===== config.mk =====
export PLATFORM = sky130hd
export DESIGN_NAME = hnfr_queue
export DESIGN_NICKNAME = d
export VERILOG_FILES = /design/src/design/hnfr_pkg.sv /design/src/design/hnfr_queue.sv
export SDC_FILE = /design/constraint.sdc
export NUM_CORES = 1
export LEC_CHECK = 0
export BUFFER_PORTS_ARGS = -buffer_cell sky130_fd_sc_hd__buf_2
export CORE_MARGIN = 4
export CORE_UTILIZATION = 50
export CTS_BUF_LIST = sky130_fd_sc_hd__clkbuf_4
export CTS_CLUSTER_SIZE = 25
export DETAILED_ROUTE_END_ITERATION = 12
export GPL_TIMING_DRIVEN = 0
export PLACE_DENSITY = 0.71
export SLEW_MARGIN = 20
export SYNTH_ARGS = -nofsm -noshare
export SYNTH_HDL_FRONTEND = slang
export SYNTH_SLANG_ARGS = --single-unit

===== constraint.sdc =====
create_clock -name i_clk -period 3 [get_ports i_clk]
set_input_delay 0.15 -clock i_clk [delete_from_list [all_inputs] [get_ports i_clk]]
set_output_delay 0.15 -clock i_clk [all_outputs]
set_load 0.02 [all_outputs]

===== src/design/hnfr_pkg.sv =====
// ============================================================================
// hnfr_pkg
// Shared types, codes and constants for the NRZI HDLC frame receiver.
// ============================================================================
`timescale 1ns / 1ps
`default_nettype none

package hnfr_pkg;

    // Input opcodes
    localparam logic OP_SYMBOL = 1'b0;
    localparam logic OP_READ   = 1'b1;

    // Result kinds
    localparam logic RES_ACCEPT = 1'b0;
    localparam logic RES_READ   = 1'b1;

    // Field widths fixed by the interface
    localparam int LEN_W     = 9;
    localparam int IDX_W     = 9;
    localparam int FLAG_W    = 32;
    localparam int LONGEST_W = 10;

    // Framing and check constants
    localparam logic [7:0]  FLAG_PATTERN = 8'h7E;
    localparam logic [15:0] CRC_INIT     = 16'hFFFF;
    localparam logic [15:0] CRC_POLY     = 16'h8408;
    localparam logic [15:0] CRC_XOROUT   = 16'hFFFF;
    localparam logic [2:0]  ABORT_RUN    = 3'd7;
    localparam logic [2:0]  STUFF_RUN    = 3'd5;
    localparam int          MIN_FRAME    = 4;

    // Command queue between decoder and buffer side
    localparam int QUEUE_DEPTH = 4;

    typedef enum logic [1:0] {
        CMD_WRITE  = 2'd0,
        CMD_ACCEPT = 2'd1,
        CMD_READ   = 2'd2
    } t_cmd_kind;

    // One queued command; the buffer address travels alongside
    typedef struct packed {
        t_cmd_kind              kind;
        logic                   bank;
        logic [7:0]             data;
        logic                   zero;
        logic [LEN_W-1:0]       frame_length;
        logic [FLAG_W-1:0]      flag_total;
        logic [LONGEST_W-1:0]   longest_fill;
    } t_cmd;

    // CRC-16/X.25 reflected update over one byte
    function automatic logic [15:0] crc_fold(input logic [15:0] c, input logic [7:0] v);
        logic [15:0] x;
        x = c ^ {8'h00, v};
        for (int k = 0; k < 8; k++) begin
            x = x[0] ? ((x >> 1) ^ CRC_POLY) : (x >> 1);
        end
        return x;
    endfunction

endpackage

`default_nettype wire


===== src/design/hnfr_queue.sv =====
// ============================================================================
// hnfr_queue
// Short command FIFO between the line decoder and the buffer side.
// ============================================================================
`timescale 1ns / 1ps
`default_nettype none

module hnfr_queue
    import hnfr_pkg::*;
#(
    parameter int AW = 9
) (
    input  wire logic          i_clk,
    input  wire logic          i_rst_n,
    input  wire logic          i_push,
    input  wire t_cmd          i_cmd,
    input  wire logic [AW-1:0] i_addr,
    output logic               o_full,
    input  wire logic          i_pop,
    output logic               o_valid,
    output t_cmd               o_cmd,
    output logic [AW-1:0]      o_addr
);

    localparam int PW = $clog2(QUEUE_DEPTH);
    localparam int NW = $clog2(QUEUE_DEPTH + 1);

    t_cmd          r_cmd  [QUEUE_DEPTH];
    logic [AW-1:0] r_addr [QUEUE_DEPTH];
    logic [PW-1:0] r_wr_ptr, n_wr_ptr;
    logic [PW-1:0] r_rd_ptr, n_rd_ptr;
    logic [NW-1:0] r_count,  n_count;

    assign o_full  = (r_count == NW'(QUEUE_DEPTH));
    assign o_valid = (r_count != '0);
    assign o_cmd   = r_cmd[r_rd_ptr];
    assign o_addr  = r_addr[r_rd_ptr];

    // Pointer and occupancy update
    always_comb begin
        n_wr_ptr = r_wr_ptr;
        n_rd_ptr = r_rd_ptr;
        n_count  = r_count;
        if (i_push) begin
            n_wr_ptr = r_wr_ptr + PW'(1);
        end
        if (i_pop) begin
            n_rd_ptr = r_rd_ptr + PW'(1);
        end
        if (i_push && !i_pop) begin
            n_count = r_count + NW'(1);
        end else if (!i_push && i_pop) begin
            n_count = r_count - NW'(1);
        end
    end

    always_ff @(posedge i_clk) begin
        if (!i_rst_n) begin
            r_wr_ptr <= '0;
            r_rd_ptr <= '0;
            r_count  <= '0;
        end else begin
            r_wr_ptr <= n_wr_ptr;
            r_rd_ptr <= n_rd_ptr;
            r_count  <= n_count;
        end
    end

    // Entry storage
    always_ff @(posedge i_clk) begin
        if (i_push) begin
            r_cmd[r_wr_ptr]  <= i_cmd;
            r_addr[r_wr_ptr] <= i_addr;
        end
    end

endmodule

`default_nettype wire


-- Yosys cells after proc, flatten, opt, wreduce, memory -nomap -nowiden
Memories as Yosys holds them, arrays and structs flattened. A register that Yosys moved wholly into a read port is not among the register bits.
Cells that the tools add are included.
- register bits: 7
- input bits: 76
- output and inout port bits: 74
- memories: 2
- bits in writable memories: 288
- logic and storage cells: 24
- multiplexer cells: 8
- equal/unequal tests: 1
- reductions and logical operators: 6
- add/subtract/negate cells: 4
- memories (name ; depth ; width ; read ports ; clocked after memory_dff ; wr ports ; line ; source):
    r_cmd ; 4 ; 63 ; 1 ; 1 ; 1 ; hnfr_queue.sv:28 ; t_cmd r_cmd [QUEUE_DEPTH];
    r_addr ; 4 ; 9 ; 1 ; 1 ; 1 ; hnfr_queue.sv:29 ; logic [AW-1:0] r_addr [QUEUE_DEPTH];
- operator list (operator ; count):
    2-bit two-way mux ; 4
    3-bit two-way mux ; 2
    2-bit by 1-bit adder with 2-bit output (second input constant) ; 2
    3-bit by 1-bit adder with 3-bit output (second input constant) ; 1
    3-bit equality test (second input constant) ; 1
    3-bit nonzero test ; 1
    3-bit by 1-bit subtractor with 3-bit output (second input constant) ; 1
    1-bit logical AND ; 2
    1-bit logical NOT ; 2
    1-bit two-way mux ; 2
    2-bit nonzero test ; 1

-- Depth between registers and ports, before layout
- depth in word-level cells: 4
- depth in mapped cells: 7
- mapped depth without buffers: 7

-- Worst setup path before layout
OpenSTA, ideal clock, no wires.
- kind: register -> register
- start point: register r_wr_ptr[0]
- end point: memory r_addr[0][0], enable pin
- data required time: 2.562 ns
- data arrival time: 2.225 ns
- buffers on the path: 0
- period minus slack after synthesis: 2.663 ns
- cell stages (with the launch flop): 4
- setup time: 0.438 ns
- setup slack: 0.337 ns
- path through: dfxtp_1 -> inv_1 -> ha_1 -> and2_1
- RTL lines (what ; line ; source):
    start, declared ; hnfr_queue.sv:30 ; logic [PW-1:0] r_wr_ptr, n_wr_ptr;
    start signal, assigned ; hnfr_queue.sv:63 ; r_wr_ptr <= n_wr_ptr;
    end, declared ; hnfr_queue.sv:29 ;
Straight into the memory's write port.

==> flow_metrics.env <==
export IMPL_hp_start="i_cmd[53]"
export IMPL_vdd_drop_max_v=0.000377
export IMPL_syn_instance_count=419
export IMPL_cp_slowest_cell="clkbuf_1"
export IMPL_htree_levels=3
export IMPL_final_setup_skew_ps=20.4
export IMPL_arrival_ps=2360
export IMPL_clk_latency_ps=640
export IMPL_outcome="finished, final reports clean"
export IMPL_yosysSeqAreaShare_pct=80.9
export IMPL_reg2reg_setup_slack_ps=1290
export IMPL_portBuffers=149
export IMPL_netlist_area_um2=10900
export IMPL_clock_sinks=297
export IMPL_layout_commonest_cell="edfxtp_1"
export IMPL_min_delay_worst_endpoint="r_cmd[0][53]"
export IMPL_num_vias=5356
export IMPL_multiInputGateArea_um2=1890
export IMPL_slew_violations=0
export IMPL_grt_max_degree=47
export IMPL_rsz0062_at_grt="false"
export IMPL_relSlewSlack_pct=58.0
export IMPL_core_area_um2=21200
export IMPL_tightest_slew_ps=630
export IMPL_min_path_type="in -> reg"
export IMPL_synth_nets=501
export IMPL_overflow=0
export IMPL_path_cells="clkbuf_1 -> buf_2 -> mux4_2 -> buf_2"
export IMPL_final_cell_mix="288 x edfxtp_1, 156 x buf_2, 106 x clkbuf_4, 76 x dlygate4sd3_1, 70 x mux4_2"
export IMPL_maxCapViolCount=0
export IMPL_path_class="reg -> out"
export IMPL_cts_clk_slew_worst_paths_ps=60
export IMPL_p_leak_nw=4.88
export IMPL_clock_root_buffer="clkbuf_4"
export IMPL_wire_per_inst_um=19.0
export IMPL_track_usage_pct=17.1
export IMPL_drc=0
export IMPL_finalHoldViolCount=0
export IMPL_holdPathStages=2
export IMPL_yosysWarnings=0
export IMPL_period_share_pct=83.8
export IMPL_end_kind="primary output"
export IMPL_cp_start_kind="flip-flop"
export IMPL_rr_worst_depth=4
export IMPL_start_util_pct=51.4
export IMPL_antenna_found_initial=1
export IMPL_num_rows=53
export IMPL_chipHeight_um=156
export IMPL_cp_top_family="buffers and inverters"
export IMPL_final_net_count=808
export IMPL_grt_pass1_wl_um=31600
export IMPL_fillCellCount=1452
export IMPL_rr_startpoint="r_wr_ptr[0]"
export IMPL_syn_avg_cell_area_um2=26.0
export IMPL_power_density_nw_per_um2=666
export IMPL_syn_to_final_growth_pct=26.7
export IMPL_grt_pass1_vias=5969
export IMPL_critPathRequiredTime_ps=2850
export IMPL_cts_buffer_depth=3
export IMPL_synth_cell_types=21
export IMPL_area_sequential_um2=8830
export IMPL_cts_buffers=76
export IMPL_io_pins=150
export IMPL_postCtsHoldBufs=76
export IMPL_cp_common_cell="buf_2"
export IMPL_synth_seq_cells=297
export IMPL_crit_fanout=10
export IMPL_final_core_util_pct=65.2
export IMPL_die_w_um=156
export IMPL_gp_congestion=0.690
export IMPL_cts_tree="yes"
export IMPL_cts_setup_buffers=0
export IMPL_dr_pass1_iters=4
export IMPL_crit_buf_inv=3
export IMPL_layout_drive_gt1_share_pct=45.9
export IMPL_first_iter_violations=224
export IMPL_dp_hpwl_um=11800
export IMPL_wirelength_um=20000
export IMPL_die_area_um2=24300
export IMPL_slowest_delay_ps=480
export IMPL_viasPerCell=5.08
export IMPL_clock_fmax_mhz=398
export IMPL_period_needed_ps=2510
export IMPL_setup_viol=0
export IMPL_drtAntennaViolNets=0
export IMPL_worstReg2RegEnd="r_cmd[0][26]"
export IMPL_cts_resized=0
export IMPL_finalSetupTns_ps=0
-- cell usage after synthesis --
cell type / instances / area (um2)
and2_1: 9 / 56.3
mux2i_1: 2 / 20.0
clkbuf_1: 1 / 3.75
a21boi_0: 1 / 7.51
nand2_1: 1 / 3.75
nor2b_1: 2 / 12.5
dfxtp_1: 9 / 180
xnor2_1: 2 / 17.5
xor2_1: 3 / 26.3
o21ai_0: 1 / 5.00
mux4_1: 2 / 52.6
buf_6: 1 / 11.3
edfxtp_1: 288 / 8650
ha_1: 5 / 62.6
nor3b_1: 1 / 7.51
or3_1: 2 / 12.5
buf_12: 7 / 140
buf_2: 7 / 35.0
fa_1: 1 / 20.0
mux4_2: 70 / 1580
inv_1: 4 / 15.0
-- metrics by stage --
| stage | hold slack [ps] | power [mW] | cell area [um2] | worst slack (ps) | instances |
|---|---|---|---|---|---|
| detailed placement | 365 | 5.96 | 12100 | 1090 | 847 |
| finish | 265 | 9.21 | 13800 | 486 | 1054 |
| global route | 213 | 9.67 | 13800 | 339 | 1054 |
| CTS | 189 | 9.37 | 13800 | 384 | 1053 |
| global placement | 359 | 5.93 | 12000 | -953 | 843 |
| floorplan | 249 | 5.58 | 10900 | 337 | 419 |
-- sequential cells by signal, indices dropped and copies added (netlist names), named ones only --
| signal | flops |
|---|---|
| r_rd_ptr | 2 |
| r_wr_ptr | 2 |
| r_count | 3 |
| r_cmd | 252 |
| r_addr | 36 |
-- power by group --
group / switching (mW) / internal [mW] / total (mW)
clock: 1.48 / 1.80 / 3.28
sequential: 0.0508 / 4.76 / 4.81
combinational: 0.609 / 0.512 / 1.12
-- worst register-to-register path, stage by stage (launching register included) --
cell	delay (ps)
dfxtp_1	350
inv_1	100
ha_1	150
and2_4	430
buf_16	320
-- cells by family (layout without fill, tap and decap cells) --
family | count (synthesis) | count (layout) | synth area share [%]
multiplexers | 74 | 74 | 15.1
XOR/XNOR | 5 | 5 | 0.401
flip-flops | 297 | 297 | 80.9
AND/OR/NAND/NOR | 15 | 15 | 0.848
other | 0 | 1 | 0
adder cells (fa/ha/maj) | 6 | 6 | 0.757
AO/OA/AOI/OAI | 2 | 2 | 0.115
buffers and inverters | 20 | 379 | 1.88
-- worst max-delay path by stage --
stage / from / endpoint / depth (start not counted)
after floorplan: r_wr_ptr[0] / r_addr[0][0] / 3
after global placement: r_wr_ptr[0] / r_cmd[0][11] / 3
after detailed placement: flip-flop / o_cmd[15] / 4
after CTS: flip-flop / o_cmd[15] / 4
after global routing: flip-flop / o_cmd[56] / 4
final: flip-flop / o_cmd[15] / 4
-- layout make-up --
| class | instances | area share (%) |
|---|---|---|
| Sequential cell | 297 | 63.8 |
| Multi-Input combinational cell | 102 | 13.7 |
| Timing Repair Buffer | 229 | 11.7 |
| Clock buffer | 106 | 5.75 |
| Tap cell | 275 | 2.49 |
| Buffer | 16 | 1.37 |
| Clock inverter | 24 | 1.08 |
| Inverter | 4 | 0.109 |
| Antenna cell | 1 | 0.0181 |
-- metal layers --
| metal | up-vias | GRT usage (%) | part of all wire [%] |
|---|---|---|---|
| li1 | 2461 | - | - |
| met1 | 2703 | 21.4 | 40 |
| met2 | 171 | 28.9 | 52 |
| met3 | 21 | 4.72 | 6.2 |
| met4 | 0 | 6.38 | 1.4 |
| met5 | - | 0 | 0 |
No activity file was read; power rests on OpenSTA's default activity.
