`src/design/hnfr_pkg.sv`:
```
// ============================================================================
// hnfr_pkg
// Shared types, codes and constants for the NRZI HDLC frame receiver.
// ============================================================================
`timescale 1ns / 1ps
`default_nettype none

package hnfr_pkg;

    // Input opcodes
    localparam logic OP_SYMBOL = 1'b0;
    localparam logic OP_READ   = 1'b1;

    // Result kinds
    localparam logic RES_ACCEPT = 1'b0;
    localparam logic RES_READ   = 1'b1;

    // Field widths fixed by the interface
    localparam int LEN_W     = 9;
    localparam int IDX_W     = 9;
    localparam int FLAG_W    = 32;
    localparam int LONGEST_W = 10;

    // Framing and check constants
    localparam logic [7:0]  FLAG_PATTERN = 8'h7E;
    localparam logic [15:0] CRC_INIT     = 16'hFFFF;
    localparam logic [15:0] CRC_POLY     = 16'h8408;
    localparam logic [15:0] CRC_XOROUT   = 16'hFFFF;
    localparam logic [2:0]  ABORT_RUN    = 3'd7;
    localparam logic [2:0]  STUFF_RUN    = 3'd5;
    localparam int          MIN_FRAME    = 4;

    // Command queue between decoder and buffer side
    localparam int QUEUE_DEPTH = 4;

    typedef enum logic [1:0] {
        CMD_WRITE  = 2'd0,
        CMD_ACCEPT = 2'd1,
        CMD_READ   = 2'd2
    } t_cmd_kind;

    // One queued command; the buffer address travels alongside
    typedef struct packed {
        t_cmd_kind              kind;
        logic                   bank;
        logic [7:0]             data;
        logic                   zero;
        logic [LEN_W-1:0]       frame_length;
        logic [FLAG_W-1:0]      flag_total;
        logic [LONGEST_W-1:0]   longest_fill;
    } t_cmd;

    // CRC-16/X.25 reflected update over one byte
    function automatic logic [15:0] crc_fold(input logic [15:0] c, input logic [7:0] v);
        logic [15:0] x;
        x = c ^ {8'h00, v};
        for (int k = 0; k < 8; k++) begin
            x = x[0] ? ((x >> 1) ^ CRC_POLY) : (x >> 1);
        end
        return x;
    endfunction

endpackage

`default_nettype wire

```
`src/design/hnfr_front.sv`:
```
// ============================================================================
// hnfr_front
// Line decoder: NRZI decode, flag hunt, bit destuffing, byte packing, running
// CRC and frame accept. Emits buffer writes, accept and read commands.
// ============================================================================
`timescale 1ns / 1ps
`default_nettype none

module hnfr_front
    import hnfr_pkg::*;
#(
    parameter int FRAME_BYTES = 512,
    parameter int AW          = 9,
    parameter int CW          = 10
) (
    input  wire logic              i_clk,
    input  wire logic              i_rst_n,
    input  wire logic              i_in_valid,
    output logic                   o_in_ready,
    input  wire logic              i_opcode,
    input  wire logic              i_line_symbol,
    input  wire logic [IDX_W-1:0]  i_read_index,
    input  wire logic              i_q_full,
    output logic                   o_push,
    output t_cmd                   o_cmd,
    output logic [AW-1:0]          o_addr
);

    localparam int HW = (CW > LEN_W) ? CW : LEN_W;
    localparam int LW = (CW > LONGEST_W) ? CW : LONGEST_W;
    localparam int IW = (AW > IDX_W) ? AW : IDX_W;

    logic          r_prev_level, n_prev_level;
    logic [7:0]    r_window,     n_window;
    logic          r_inside,     n_inside;
    logic [2:0]    r_ones,       n_ones;
    logic [2:0]    r_bit_pos,    n_bit_pos;
    logic [7:0]    r_partial,    n_partial;
    logic [CW-1:0] r_fill,       n_fill;
    logic          r_bank,       n_bank;
    logic [CW-1:0] r_held,       n_held;
    logic [15:0]   r_crc,        n_crc;
    logic [7:0]    r_recent0,    n_recent0;
    logic [7:0]    r_recent1,    n_recent1;
    logic [31:0]   r_flag_cnt,   n_flag_cnt;
    logic [CW-1:0] r_longest,    n_longest;

    logic accept;

    assign o_in_ready = !i_q_full;
    assign accept     = i_in_valid && o_in_ready;

    // Next state and command generation
    always_comb begin
        logic          dbit;
        logic [7:0]    win;
        logic          tb_en;
        logic          tb_val;
        logic [7:0]    pb;
        logic [CW-1:0] new_fill;
        logic [CW-1:0] acc_len;
        logic [HW-1:0] held_x;
        logic [HW-1:0] acc_x;
        logic [HW-1:0] idx_x;
        logic [LW-1:0] long_x;
        logic [IW-1:0] idx_w;

        n_prev_level = r_prev_level;
        n_window     = r_window;
        n_inside     = r_inside;
        n_ones       = r_ones;
        n_bit_pos    = r_bit_pos;
        n_partial    = r_partial;
        n_fill       = r_fill;
        n_bank       = r_bank;
        n_held       = r_held;
        n_crc        = r_crc;
        n_recent0    = r_recent0;
        n_recent1    = r_recent1;
        n_flag_cnt   = r_flag_cnt;
        n_longest    = r_longest;

        o_push = 1'b0;
        o_cmd  = '0;
        o_addr = '0;

        dbit     = (i_line_symbol == r_prev_level);
        win      = {r_window[6:0], dbit};
        tb_en    = 1'b0;
        tb_val   = dbit;
        pb       = r_partial | (8'(tb_val) << r_bit_pos);
        new_fill = r_fill;
        acc_len  = r_fill - CW'(2);
        held_x   = HW'(r_held);
        acc_x    = HW'(acc_len);
        idx_x    = HW'(i_read_index);
        long_x   = LW'(r_longest);
        idx_w    = IW'(i_read_index);

        if (accept) begin
            if (i_opcode == OP_READ) begin
                // Read of the held bank
                o_push             = 1'b1;
                o_cmd.kind         = CMD_READ;
                o_cmd.bank         = ~r_bank;
                o_cmd.zero         = !(idx_x < held_x);
                o_cmd.frame_length = held_x[LEN_W-1:0];
                o_cmd.flag_total   = r_flag_cnt;
                o_cmd.longest_fill = long_x[LONGEST_W-1:0];
                o_addr             = idx_w[AW-1:0];
            end else begin
                n_prev_level = i_line_symbol;
                n_window     = win;
                if (win == FLAG_PATTERN) begin
                    // Flag: close any open frame, open a new one
                    n_flag_cnt = r_flag_cnt + 32'd1;
                    if (r_inside && (r_fill >= CW'(MIN_FRAME))
                        && ((r_crc ^ CRC_XOROUT) == {r_recent0, r_recent1})) begin
                        n_held             = acc_len;
                        n_bank             = ~r_bank;
                        o_push             = 1'b1;
                        o_cmd.kind         = CMD_ACCEPT;
                        o_cmd.bank         = r_bank;
                        o_cmd.zero         = 1'b1;
                        o_cmd.frame_length = acc_x[LEN_W-1:0];
                        o_cmd.flag_total   = r_flag_cnt + 32'd1;
                        o_cmd.longest_fill = long_x[LONGEST_W-1:0];
                    end
                    n_inside  = 1'b1;
                    n_fill    = '0;
                    n_bit_pos = '0;
                    n_partial = '0;
                    n_ones    = '0;
                    n_crc     = CRC_INIT;
                    n_recent0 = '0;
                    n_recent1 = '0;
                end else if (r_inside) begin
                    if (dbit) begin
                        // Seven ones abort the frame
                        if (r_ones + 3'd1 >= ABORT_RUN) begin
                            n_inside = 1'b0;
                            n_ones   = '0;
                        end else begin
                            n_ones = r_ones + 3'd1;
                            tb_en  = 1'b1;
                        end
                    end else begin
                        // Zero after five ones is stuffing
                        n_ones = '0;
                        tb_en  = (r_ones != STUFF_RUN);
                    end
                end
            end
        end

        // Bit packing, LSB first
        if (tb_en) begin
            if (r_bit_pos == 3'd7) begin
                if (r_fill < CW'(FRAME_BYTES)) begin
                    o_push     = 1'b1;
                    o_cmd.kind = CMD_WRITE;
                    o_cmd.bank = r_bank;
                    o_cmd.data = pb;
                    o_addr     = r_fill[AW-1:0];
                    if (r_fill >= CW'(2)) begin
                        n_crc = crc_fold(r_crc, r_recent1);
                    end
                    n_recent1 = r_recent0;
                    n_recent0 = pb;
                    new_fill  = r_fill + CW'(1);
                    n_fill    = new_fill;
                end
                if (new_fill > r_longest) begin
                    n_longest = new_fill;
                end
                n_partial = '0;
                n_bit_pos = '0;
            end else begin
                n_partial = pb;
                n_bit_pos = r_bit_pos + 3'd1;
            end
        end
    end

    // State registers
    always_ff @(posedge i_clk) begin
        if (!i_rst_n) begin
            r_prev_level <= 1'b1;
            r_window     <= '0;
            r_inside     <= 1'b0;
            r_ones       <= '0;
            r_bit_pos    <= '0;
            r_partial    <= '0;
            r_fill       <= '0;
            r_bank       <= 1'b0;
            r_held       <= '0;
            r_crc        <= CRC_INIT;
            r_recent0    <= '0;
            r_recent1    <= '0;
            r_flag_cnt   <= '0;
            r_longest    <= '0;
        end else begin
            r_prev_level <= n_prev_level;
            r_window     <= n_window;
            r_inside     <= n_inside;
            r_ones       <= n_ones;
            r_bit_pos    <= n_bit_pos;
            r_partial    <= n_partial;
            r_fill       <= n_fill;
            r_bank       <= n_bank;
            r_held       <= n_held;
            r_crc        <= n_crc;
            r_recent0    <= n_recent0;
            r_recent1    <= n_recent1;
            r_flag_cnt   <= n_flag_cnt;
            r_longest    <= n_longest;
        end
    end

endmodule

`default_nettype wire

```
`config.mk`:
```
export PLATFORM = sky130hd
export DESIGN_NAME = hnfr_front
export DESIGN_NICKNAME = d
export VERILOG_FILES = /design/src/design/hnfr_pkg.sv /design/src/design/hnfr_front.sv
export SDC_FILE = /design/constraint.sdc
export NUM_CORES = 1
export LEC_CHECK = 0
export BUFFER_PORTS_ARGS = -buffer_cell sky130_fd_sc_hd__buf_2
export CAP_MARGIN = 5
export CORE_UTILIZATION = 50
export DETAILED_ROUTE_END_ITERATION = 6
export GPL_ROUTABILITY_DRIVEN = 0
export HOLD_SLACK_MARGIN = 0.1
export PLACE_DENSITY = 0.79
export SETUP_SLACK_MARGIN = 0.3
export SLEW_MARGIN = 0
export SYNTH_ARGS = -nofsm -noshare
export SYNTH_HDL_FRONTEND = slang
export SYNTH_SLANG_ARGS = --single-unit
```
`constraint.sdc`:
```
create_clock -name i_clk -period 2.8 [get_ports i_clk]
set_input_delay 0.14 -clock i_clk [delete_from_list [all_inputs] [get_ports i_clk]]
set_output_delay 0.14 -clock i_clk [all_outputs]
set_load 0.02 [all_outputs]
```
Yosys cells after proc, flatten, opt, wreduce, memory -nomap -nowiden --
Index checks and enable logic that the tools add are counted.
Word-level totals: register bits 118, logic and storage cells 141, input bits 15
Operators by class: add/sub/neg operators 5, bitwise gates (word level) 13, reduce and logical (&&, ||, !) cells 14, mux-type cells 82, $lt $le $gt $ge 6, equal/unequal tests 6, shift-type cells 1
Operators by type and width (count):
- 16-bit two-way mux | 15
- 52-bit two-way mux | 4
- 8-bit two-way mux | 17
- 10-bit two-way mux | 9
- 9-bit two-way mux | 5
- 11-bit two-way mux | 3
- 3-bit two-way mux | 11
- 32-bit by 1-bit adder with 32-bit output, second input constant | 1
- 2-bit inverter with 3-bit output | 8
- 16-bit == test | 1
- 1-bit two-way mux | 16
- 16-bit inverter | 1
- 16-bit by 8-bit XOR with 16-bit output | 1
- 3-bit AND reduction | 4
- 10-bit by 1-bit adder with 10-bit output, second input constant | 1
- 10-bit by 2-bit >= comparator with 1-bit output, second input constant | 1
- 10-bit by 3-bit >= comparator with 1-bit output, second input constant | 1
- 10-bit > comparator | 1
- 10-bit less-than comparator, second input constant | 1
- 9-bit by 10-bit less-than comparator with 1-bit output | 1
- 10-bit by 2-bit subtractor with 10-bit output, second input constant | 1
- 8-bit by 7-bit == test with 1-bit output, second input constant | 1
- 8-bit bitwise OR | 1
- 1-bit by 3-bit left shift with 8-bit output | 1
- other kinds (13) | 21

Depth between registers and ports, before layout --
depth in word-level cells 21, gate-level depth with buffers 13

Least setup slack after synthesis --
No wires, ideal clock.
path type flip-flop to flip-flop, from reg r_fill[3], to reg r_longest[2], setup time 0.128 ns, data arrival time 2.841 ns, path buffers 2, slack -0.169 ns, period minus slack after synthesis 2.969 ns, stages on the path, launching flop included 14, cells stage by stage dfxtp_1 clkbuf_1 nand3_1 or2_2 nor2_1 xor2_1 ha_1 nand4_1 a211oi_1 a2111oi_0 nor4b_1 buf_2 mux2i_1 nor2_1
On the way: word-level cells in the longest chain between the ends 6, elaborated cells on any way between the ends 7, classes of those cells add/sub (1); order compare (2); mux (3); reduce/logical (1)
Ends and longest elaborated chain:
- start: declaration | line hnfr_front.sv:39 | logic [CW-1:0] r_fill, n_fill;
- start signal: assignment | line hnfr_front.sv:209 | r_fill <= n_fill;
- 10-bit by 1-bit adder with 10-bit output or 10-bit less-than comparator (tied branches) | line hnfr_front.sv:170, hnfr_front.sv:159
- 10-bit two-way mux (*) | line hnfr_front.sv:159 | if (r_fill < CW'(FRAME_BYTES)) begin
- 10-bit two-way mux (*) | line hnfr_front.sv:158 | if (r_bit_pos == 3'd7) begin
- 10-bit two-way mux (*) | line hnfr_front.sv:157 | if (tb_en) begin
- 10-bit > comparator | line hnfr_front.sv:173 | if (new_fill > r_longest) begin
- 3-bit AND reduction (no line)
- end signal: assignment | line hnfr_front.sv:216 | r_longest <= n_longest;
- end: declaration | line hnfr_front.sv:46 | logic [CW-1:0] r_longest, n_longest;
Every way passes the cells marked *; elsewhere a longest branch is shown, timed or not. The select of a mux whose other input is x is not followed. A chain may end at the register's enable or synchronous reset.

Worst setup path in the final report --
from reg r_fill[0], to reg r_longest[6]
Same word-level chain as after synthesis.

==> results.py <==
metrics = {
    "status": {
        "status": "finished with violations",
        "violations": "setup timing",
    },
    "layout": {
        "final_net_count": 1155,
        "layout-drive-gt1-share_pct": 38.6,
        "final_util_pct": 78.2,
        "instances_no_fill": 1303,
        "antenna_cells": 0,
        "synthToLayoutAreaGrowth_pct": 53.1,
        "fillerInstances": 718,
    },
    "synthesis": {
        "synth_nets": 993,
        "synth_top_area_share_pct": 33.4,
        "synth-seq-cells": 118,
        "async_flop_share_pct": 0,
        "synth-main-ff-cell": "dfxtp_1",
        "syn_area_per_cell_um2": 7.45,
        "syn_inst": 948,
        "yosys-top-cells-area": "dfxtp_1 (33%), nor2_1 (6.6%), nand2_1 (6.1%), xnor2_1 (5.6%), a21oi_1 (5.3%)",
        "synth_edf_count": 0,
        "netlist-cell-type-count": 57,
        "synth_area_leader_cell": "dfxtp_1",
        "synth_area_um2": 7070,
        "yosysWarnings": 0,
        "ys_seq_area_share_pct": 33.4,
    },
    "timing": {
        "min_period_ns": 3.09,
        "worstMarginPinSlew_ns": 1.01,
        "rsz0062_at_grt": "true",
        "setup_viol": 25,
        "setup_slack_ns": -0.294,
        "fin_crit_sh_pct": 110,
        "fmax_mhz": 323,
        "hold_viol": 0,
        "relSlewSlack_pct": 31.6,
        "skew_ns": 0.0100,
        "drv_slew": 0,
    },
    "route": {
        "drtIter0Drc": 1213,
        "drc": 0,
        "routedWlPerCell_um": 22.6,
        "firstDrtPassIters": 6,
        "drt-total-wl_um": 29400,
        "ant_nets": 0,
        "routed_via_density": 6.57,
        "vias": 8566,
    },
    "power_and_ir_drop": {
        "total_leakage_power_nw": 4.27,
        "power_density_nw_per_um2": 399,
        "vdd_drop_max_v": 0.000436,
        "p_total_w": 0.00431,
    },
    "global_routing": {
        "grt.total_usage_pct": 31.7,
        "globalRouteOverflowTotal": 0,
        "grt_pass1_vias": 7310,
        "antenna_found_initial": 0,
        "grt_first_pass_wirelength_um": 36500,
        "grt_max_degree": 73,
    },
    "clock_tree": {
        "cts_buffers": 17,
        "h-tree-depth": 4,
        "cts.clk_slew.worst_paths_ns": 0.06,
        "clkLatencyLatePin_ns": 0.43,
        "root_buffer": "clkbuf_16",
        "clock_sinks": 118,
        "clockBufferDepth": 2,
        "cts_tree": "built",
    },
    "setup_path": {
        "cp-end-kind": "register",
        "cp.arrival_ns": 3.39,
        "critPathKind": "reg -> reg",
        "critPathSlowestCell": "dfxtp_4",
        "required_ns": 3.10,
        "crit_chain": "buf_4 > nand4_1 > nor2_2 > xor2_2 > ha_4 > nand4_1 > a211oi_2 > a2111oi_4 > nor4b_2 > buf_4 > buf_6 > mux2i_1 > nor2_1",
        "crit_path_start_kind": "register",
        "cp_max_fo": 7,
        "cpPeakStageDelay_ns": 0.37,
        "r2r_cells": 13,
    },
    "place": {
        "dp_hpwl_um": 12700,
        "placedCellCount": 1188,
        "pre_cts_slack_ns": -0.0585,
        "io_buffers": 88,
    },
    "min_path": {
        "whs_path_depth": 3,
        "min_path_type": "in -> reg",
    },
    "die": {
        "io_pins": 89,
        "start_util_pct": 51.1,
        "core_um2": 13800,
        "die_y_um": 121,
        "dieWidth_um": 121,
        "core.rowCount": 43,
        "dieArea_um2": 14600,
    },
    "run": {
        "max-cap-violations": 0,
    },
}
[power breakdown]
| group | internal, W | switching, W | total [W] |
|---|---|---|---|
| clock network | 0.00167 | 0.000813 | 0.00248 |
| registers | 0.00167 | 0.00000274 | 0.00167 |
| logic | 0.0000505 | 0.000105 | 0.000156 |
| total | 0.00339 | 0.000921 | 0.00431 |
[critical path: cells and delay by family (launching register included)]
kind,cells,cell delay [ns]
DFF,1,0.37
adders and majority gates,1,0.32
buffers and inverters,3,0.51
and+or+nand+nor,5,0.97
AOI/OAI and AO/OA,2,0.42
xor gates and xnor gates,1,0.18
muxes,1,0.19
[synth_stat cells (2+ instances only)]
cell type / count
nor2_1: 124
dfxtp_1: 118
nand2_1: 114
a21oi_1: 75
o21ai_0: 73
clkbuf_1: 58
xnor2_1: 45
nand3_1: 44
inv_1: 39
ha_1: 30
xor2_1: 29
nor3_1: 22
or3_1: 19
a211oi_1: 14
nand4_1: 13
mux2i_1: 11
nor3b_1: 11
a31oi_1: 9
a2bb2oi_1: 8
a22o_1: 7
mux2_2: 7
nor4_1: 7
and3_1: 6
and4_1: 6
buf_1: 5
a311oi_1: 4
buf_2: 4
nand2b_1: 4
o41ai_1: 4
and2_1: 3
nor2b_1: 3
or4_1: 3
a2111oi_0: 2
a21o_1: 2
nand4b_1: 2
o21bai_1: 2
[path summary, 6_finish.rpt]
check	startpoint	to	slack, ns
worst min-delay path	i_rst_n	r_crc[13]$_SDFF_PN1_	0.16
worst max register to register	r_fill[0]$_SDFF_PN0_	r_longest[6]$_SDFFE_PN0P_	-0.29
worst max-delay path	r_fill[0]$_SDFF_PN0_	r_longest[6]$_SDFFE_PN0P_	-0.29
worst min register to register	r_window[3]$_SDFFE_PN0P_	r_window[4]$_SDFFE_PN0P_	0.47
[per-layer routing]
metal	part of all wire (%)	up-vias	track usage (%)	wire [µm]
met5	0	-	0	0
met4	7.5	0	18.0	2190
met3	9.8	256	6.86	2880
met2	48	692	52.4	14000
met1	35	4013	38.0	10400
li1	-	3605	-	-
[metrics by stage]
stage                     instance area (µm²)  hold WS [ns]  setup TNS (ns)
after global placement                   7890         0.405          -0.181
after CTS                                9720         0.133               0
after global routing                    10800         0.157           -7.62
after detailed placement                 7890         0.420          -0.438
after floorplan                          7160         0.264               0
final                                   10800         0.161           -3.01
[final cells by class]
type | instances | area [µm²] | area share (%)
well taps | 180 | 225 | 2.08
clock inverters | 8 | 168 | 1.55
inverters | 40 | 150 | 1.39
clock buffers | 24 | 492 | 4.55
multi-input cells | 723 | 5370 | 49.6
flip-flops and latches | 118 | 2430 | 22.5
repair buffers | 210 | 1980 | 18.3
[cell families after synthesis]
logic type,count (synthesis),share of synthesized area (%)
fa+ha+maj,30,5.31
compound gates,209,17.5
simple gates,391,26.0
flops,118,33.4
mux,18,2.67
xor+xnor,74,9.17
buf+inv,108,5.91
[timing repair]
action / in CTS / in global routing
gates resized for setup: 195 / 212
gates cloned: 6 / 2
pin swaps: 45 / 58
hold endpoints to repair: 1 / 0
setup buffers: 50 / 24
hold buffers: 1 / 0
setup endpoints to repair: 82 / 92
[state kept, by name, summed over array words and instances (netlist names), 3 cells and up]
signal / cells
r_recent0: 8
r_flag_cnt: 32
r_fill: 10
r_recent1: 8
r_longest: 10
r_bit_pos: 3
r_held: 10
r_window: 7
r_crc: 16
r_partial: 8
r_ones: 3
[placed cells by master, fill, tap and decap left out, types with 6 or more instances in the layout]
cell and n:
clkbuf_16 19, dfxtp_4 12, nand3_2 9, o21ai_2 9, a31oi_1 8, xnor2_1 40
a211oi_1 8, nand2_1 90, buf_4 100, nand2_4 11, nand4_1 13, o21ai_1 19
nor3_1 15, a21oi_2 6, o21ai_0 37, a21oi_1 68, nor2_1 105, buf_12 10
inv_1 35, buf_2 33, nor3b_1 11, dfxtp_2 21, nand2_2 12, or3_1 15
nor2_2 8, nor2_4 11, mux2i_1 10, ha_4 8, xor2_1 25, a2bb2oi_1 8
mux2_2 6, o21ai_4 8, a22o_1 7, nand3_1 30, ha_1 22, nand3_4 6
dfxtp_1 85, buf_6 56
(Power assumes the default switching activity.)
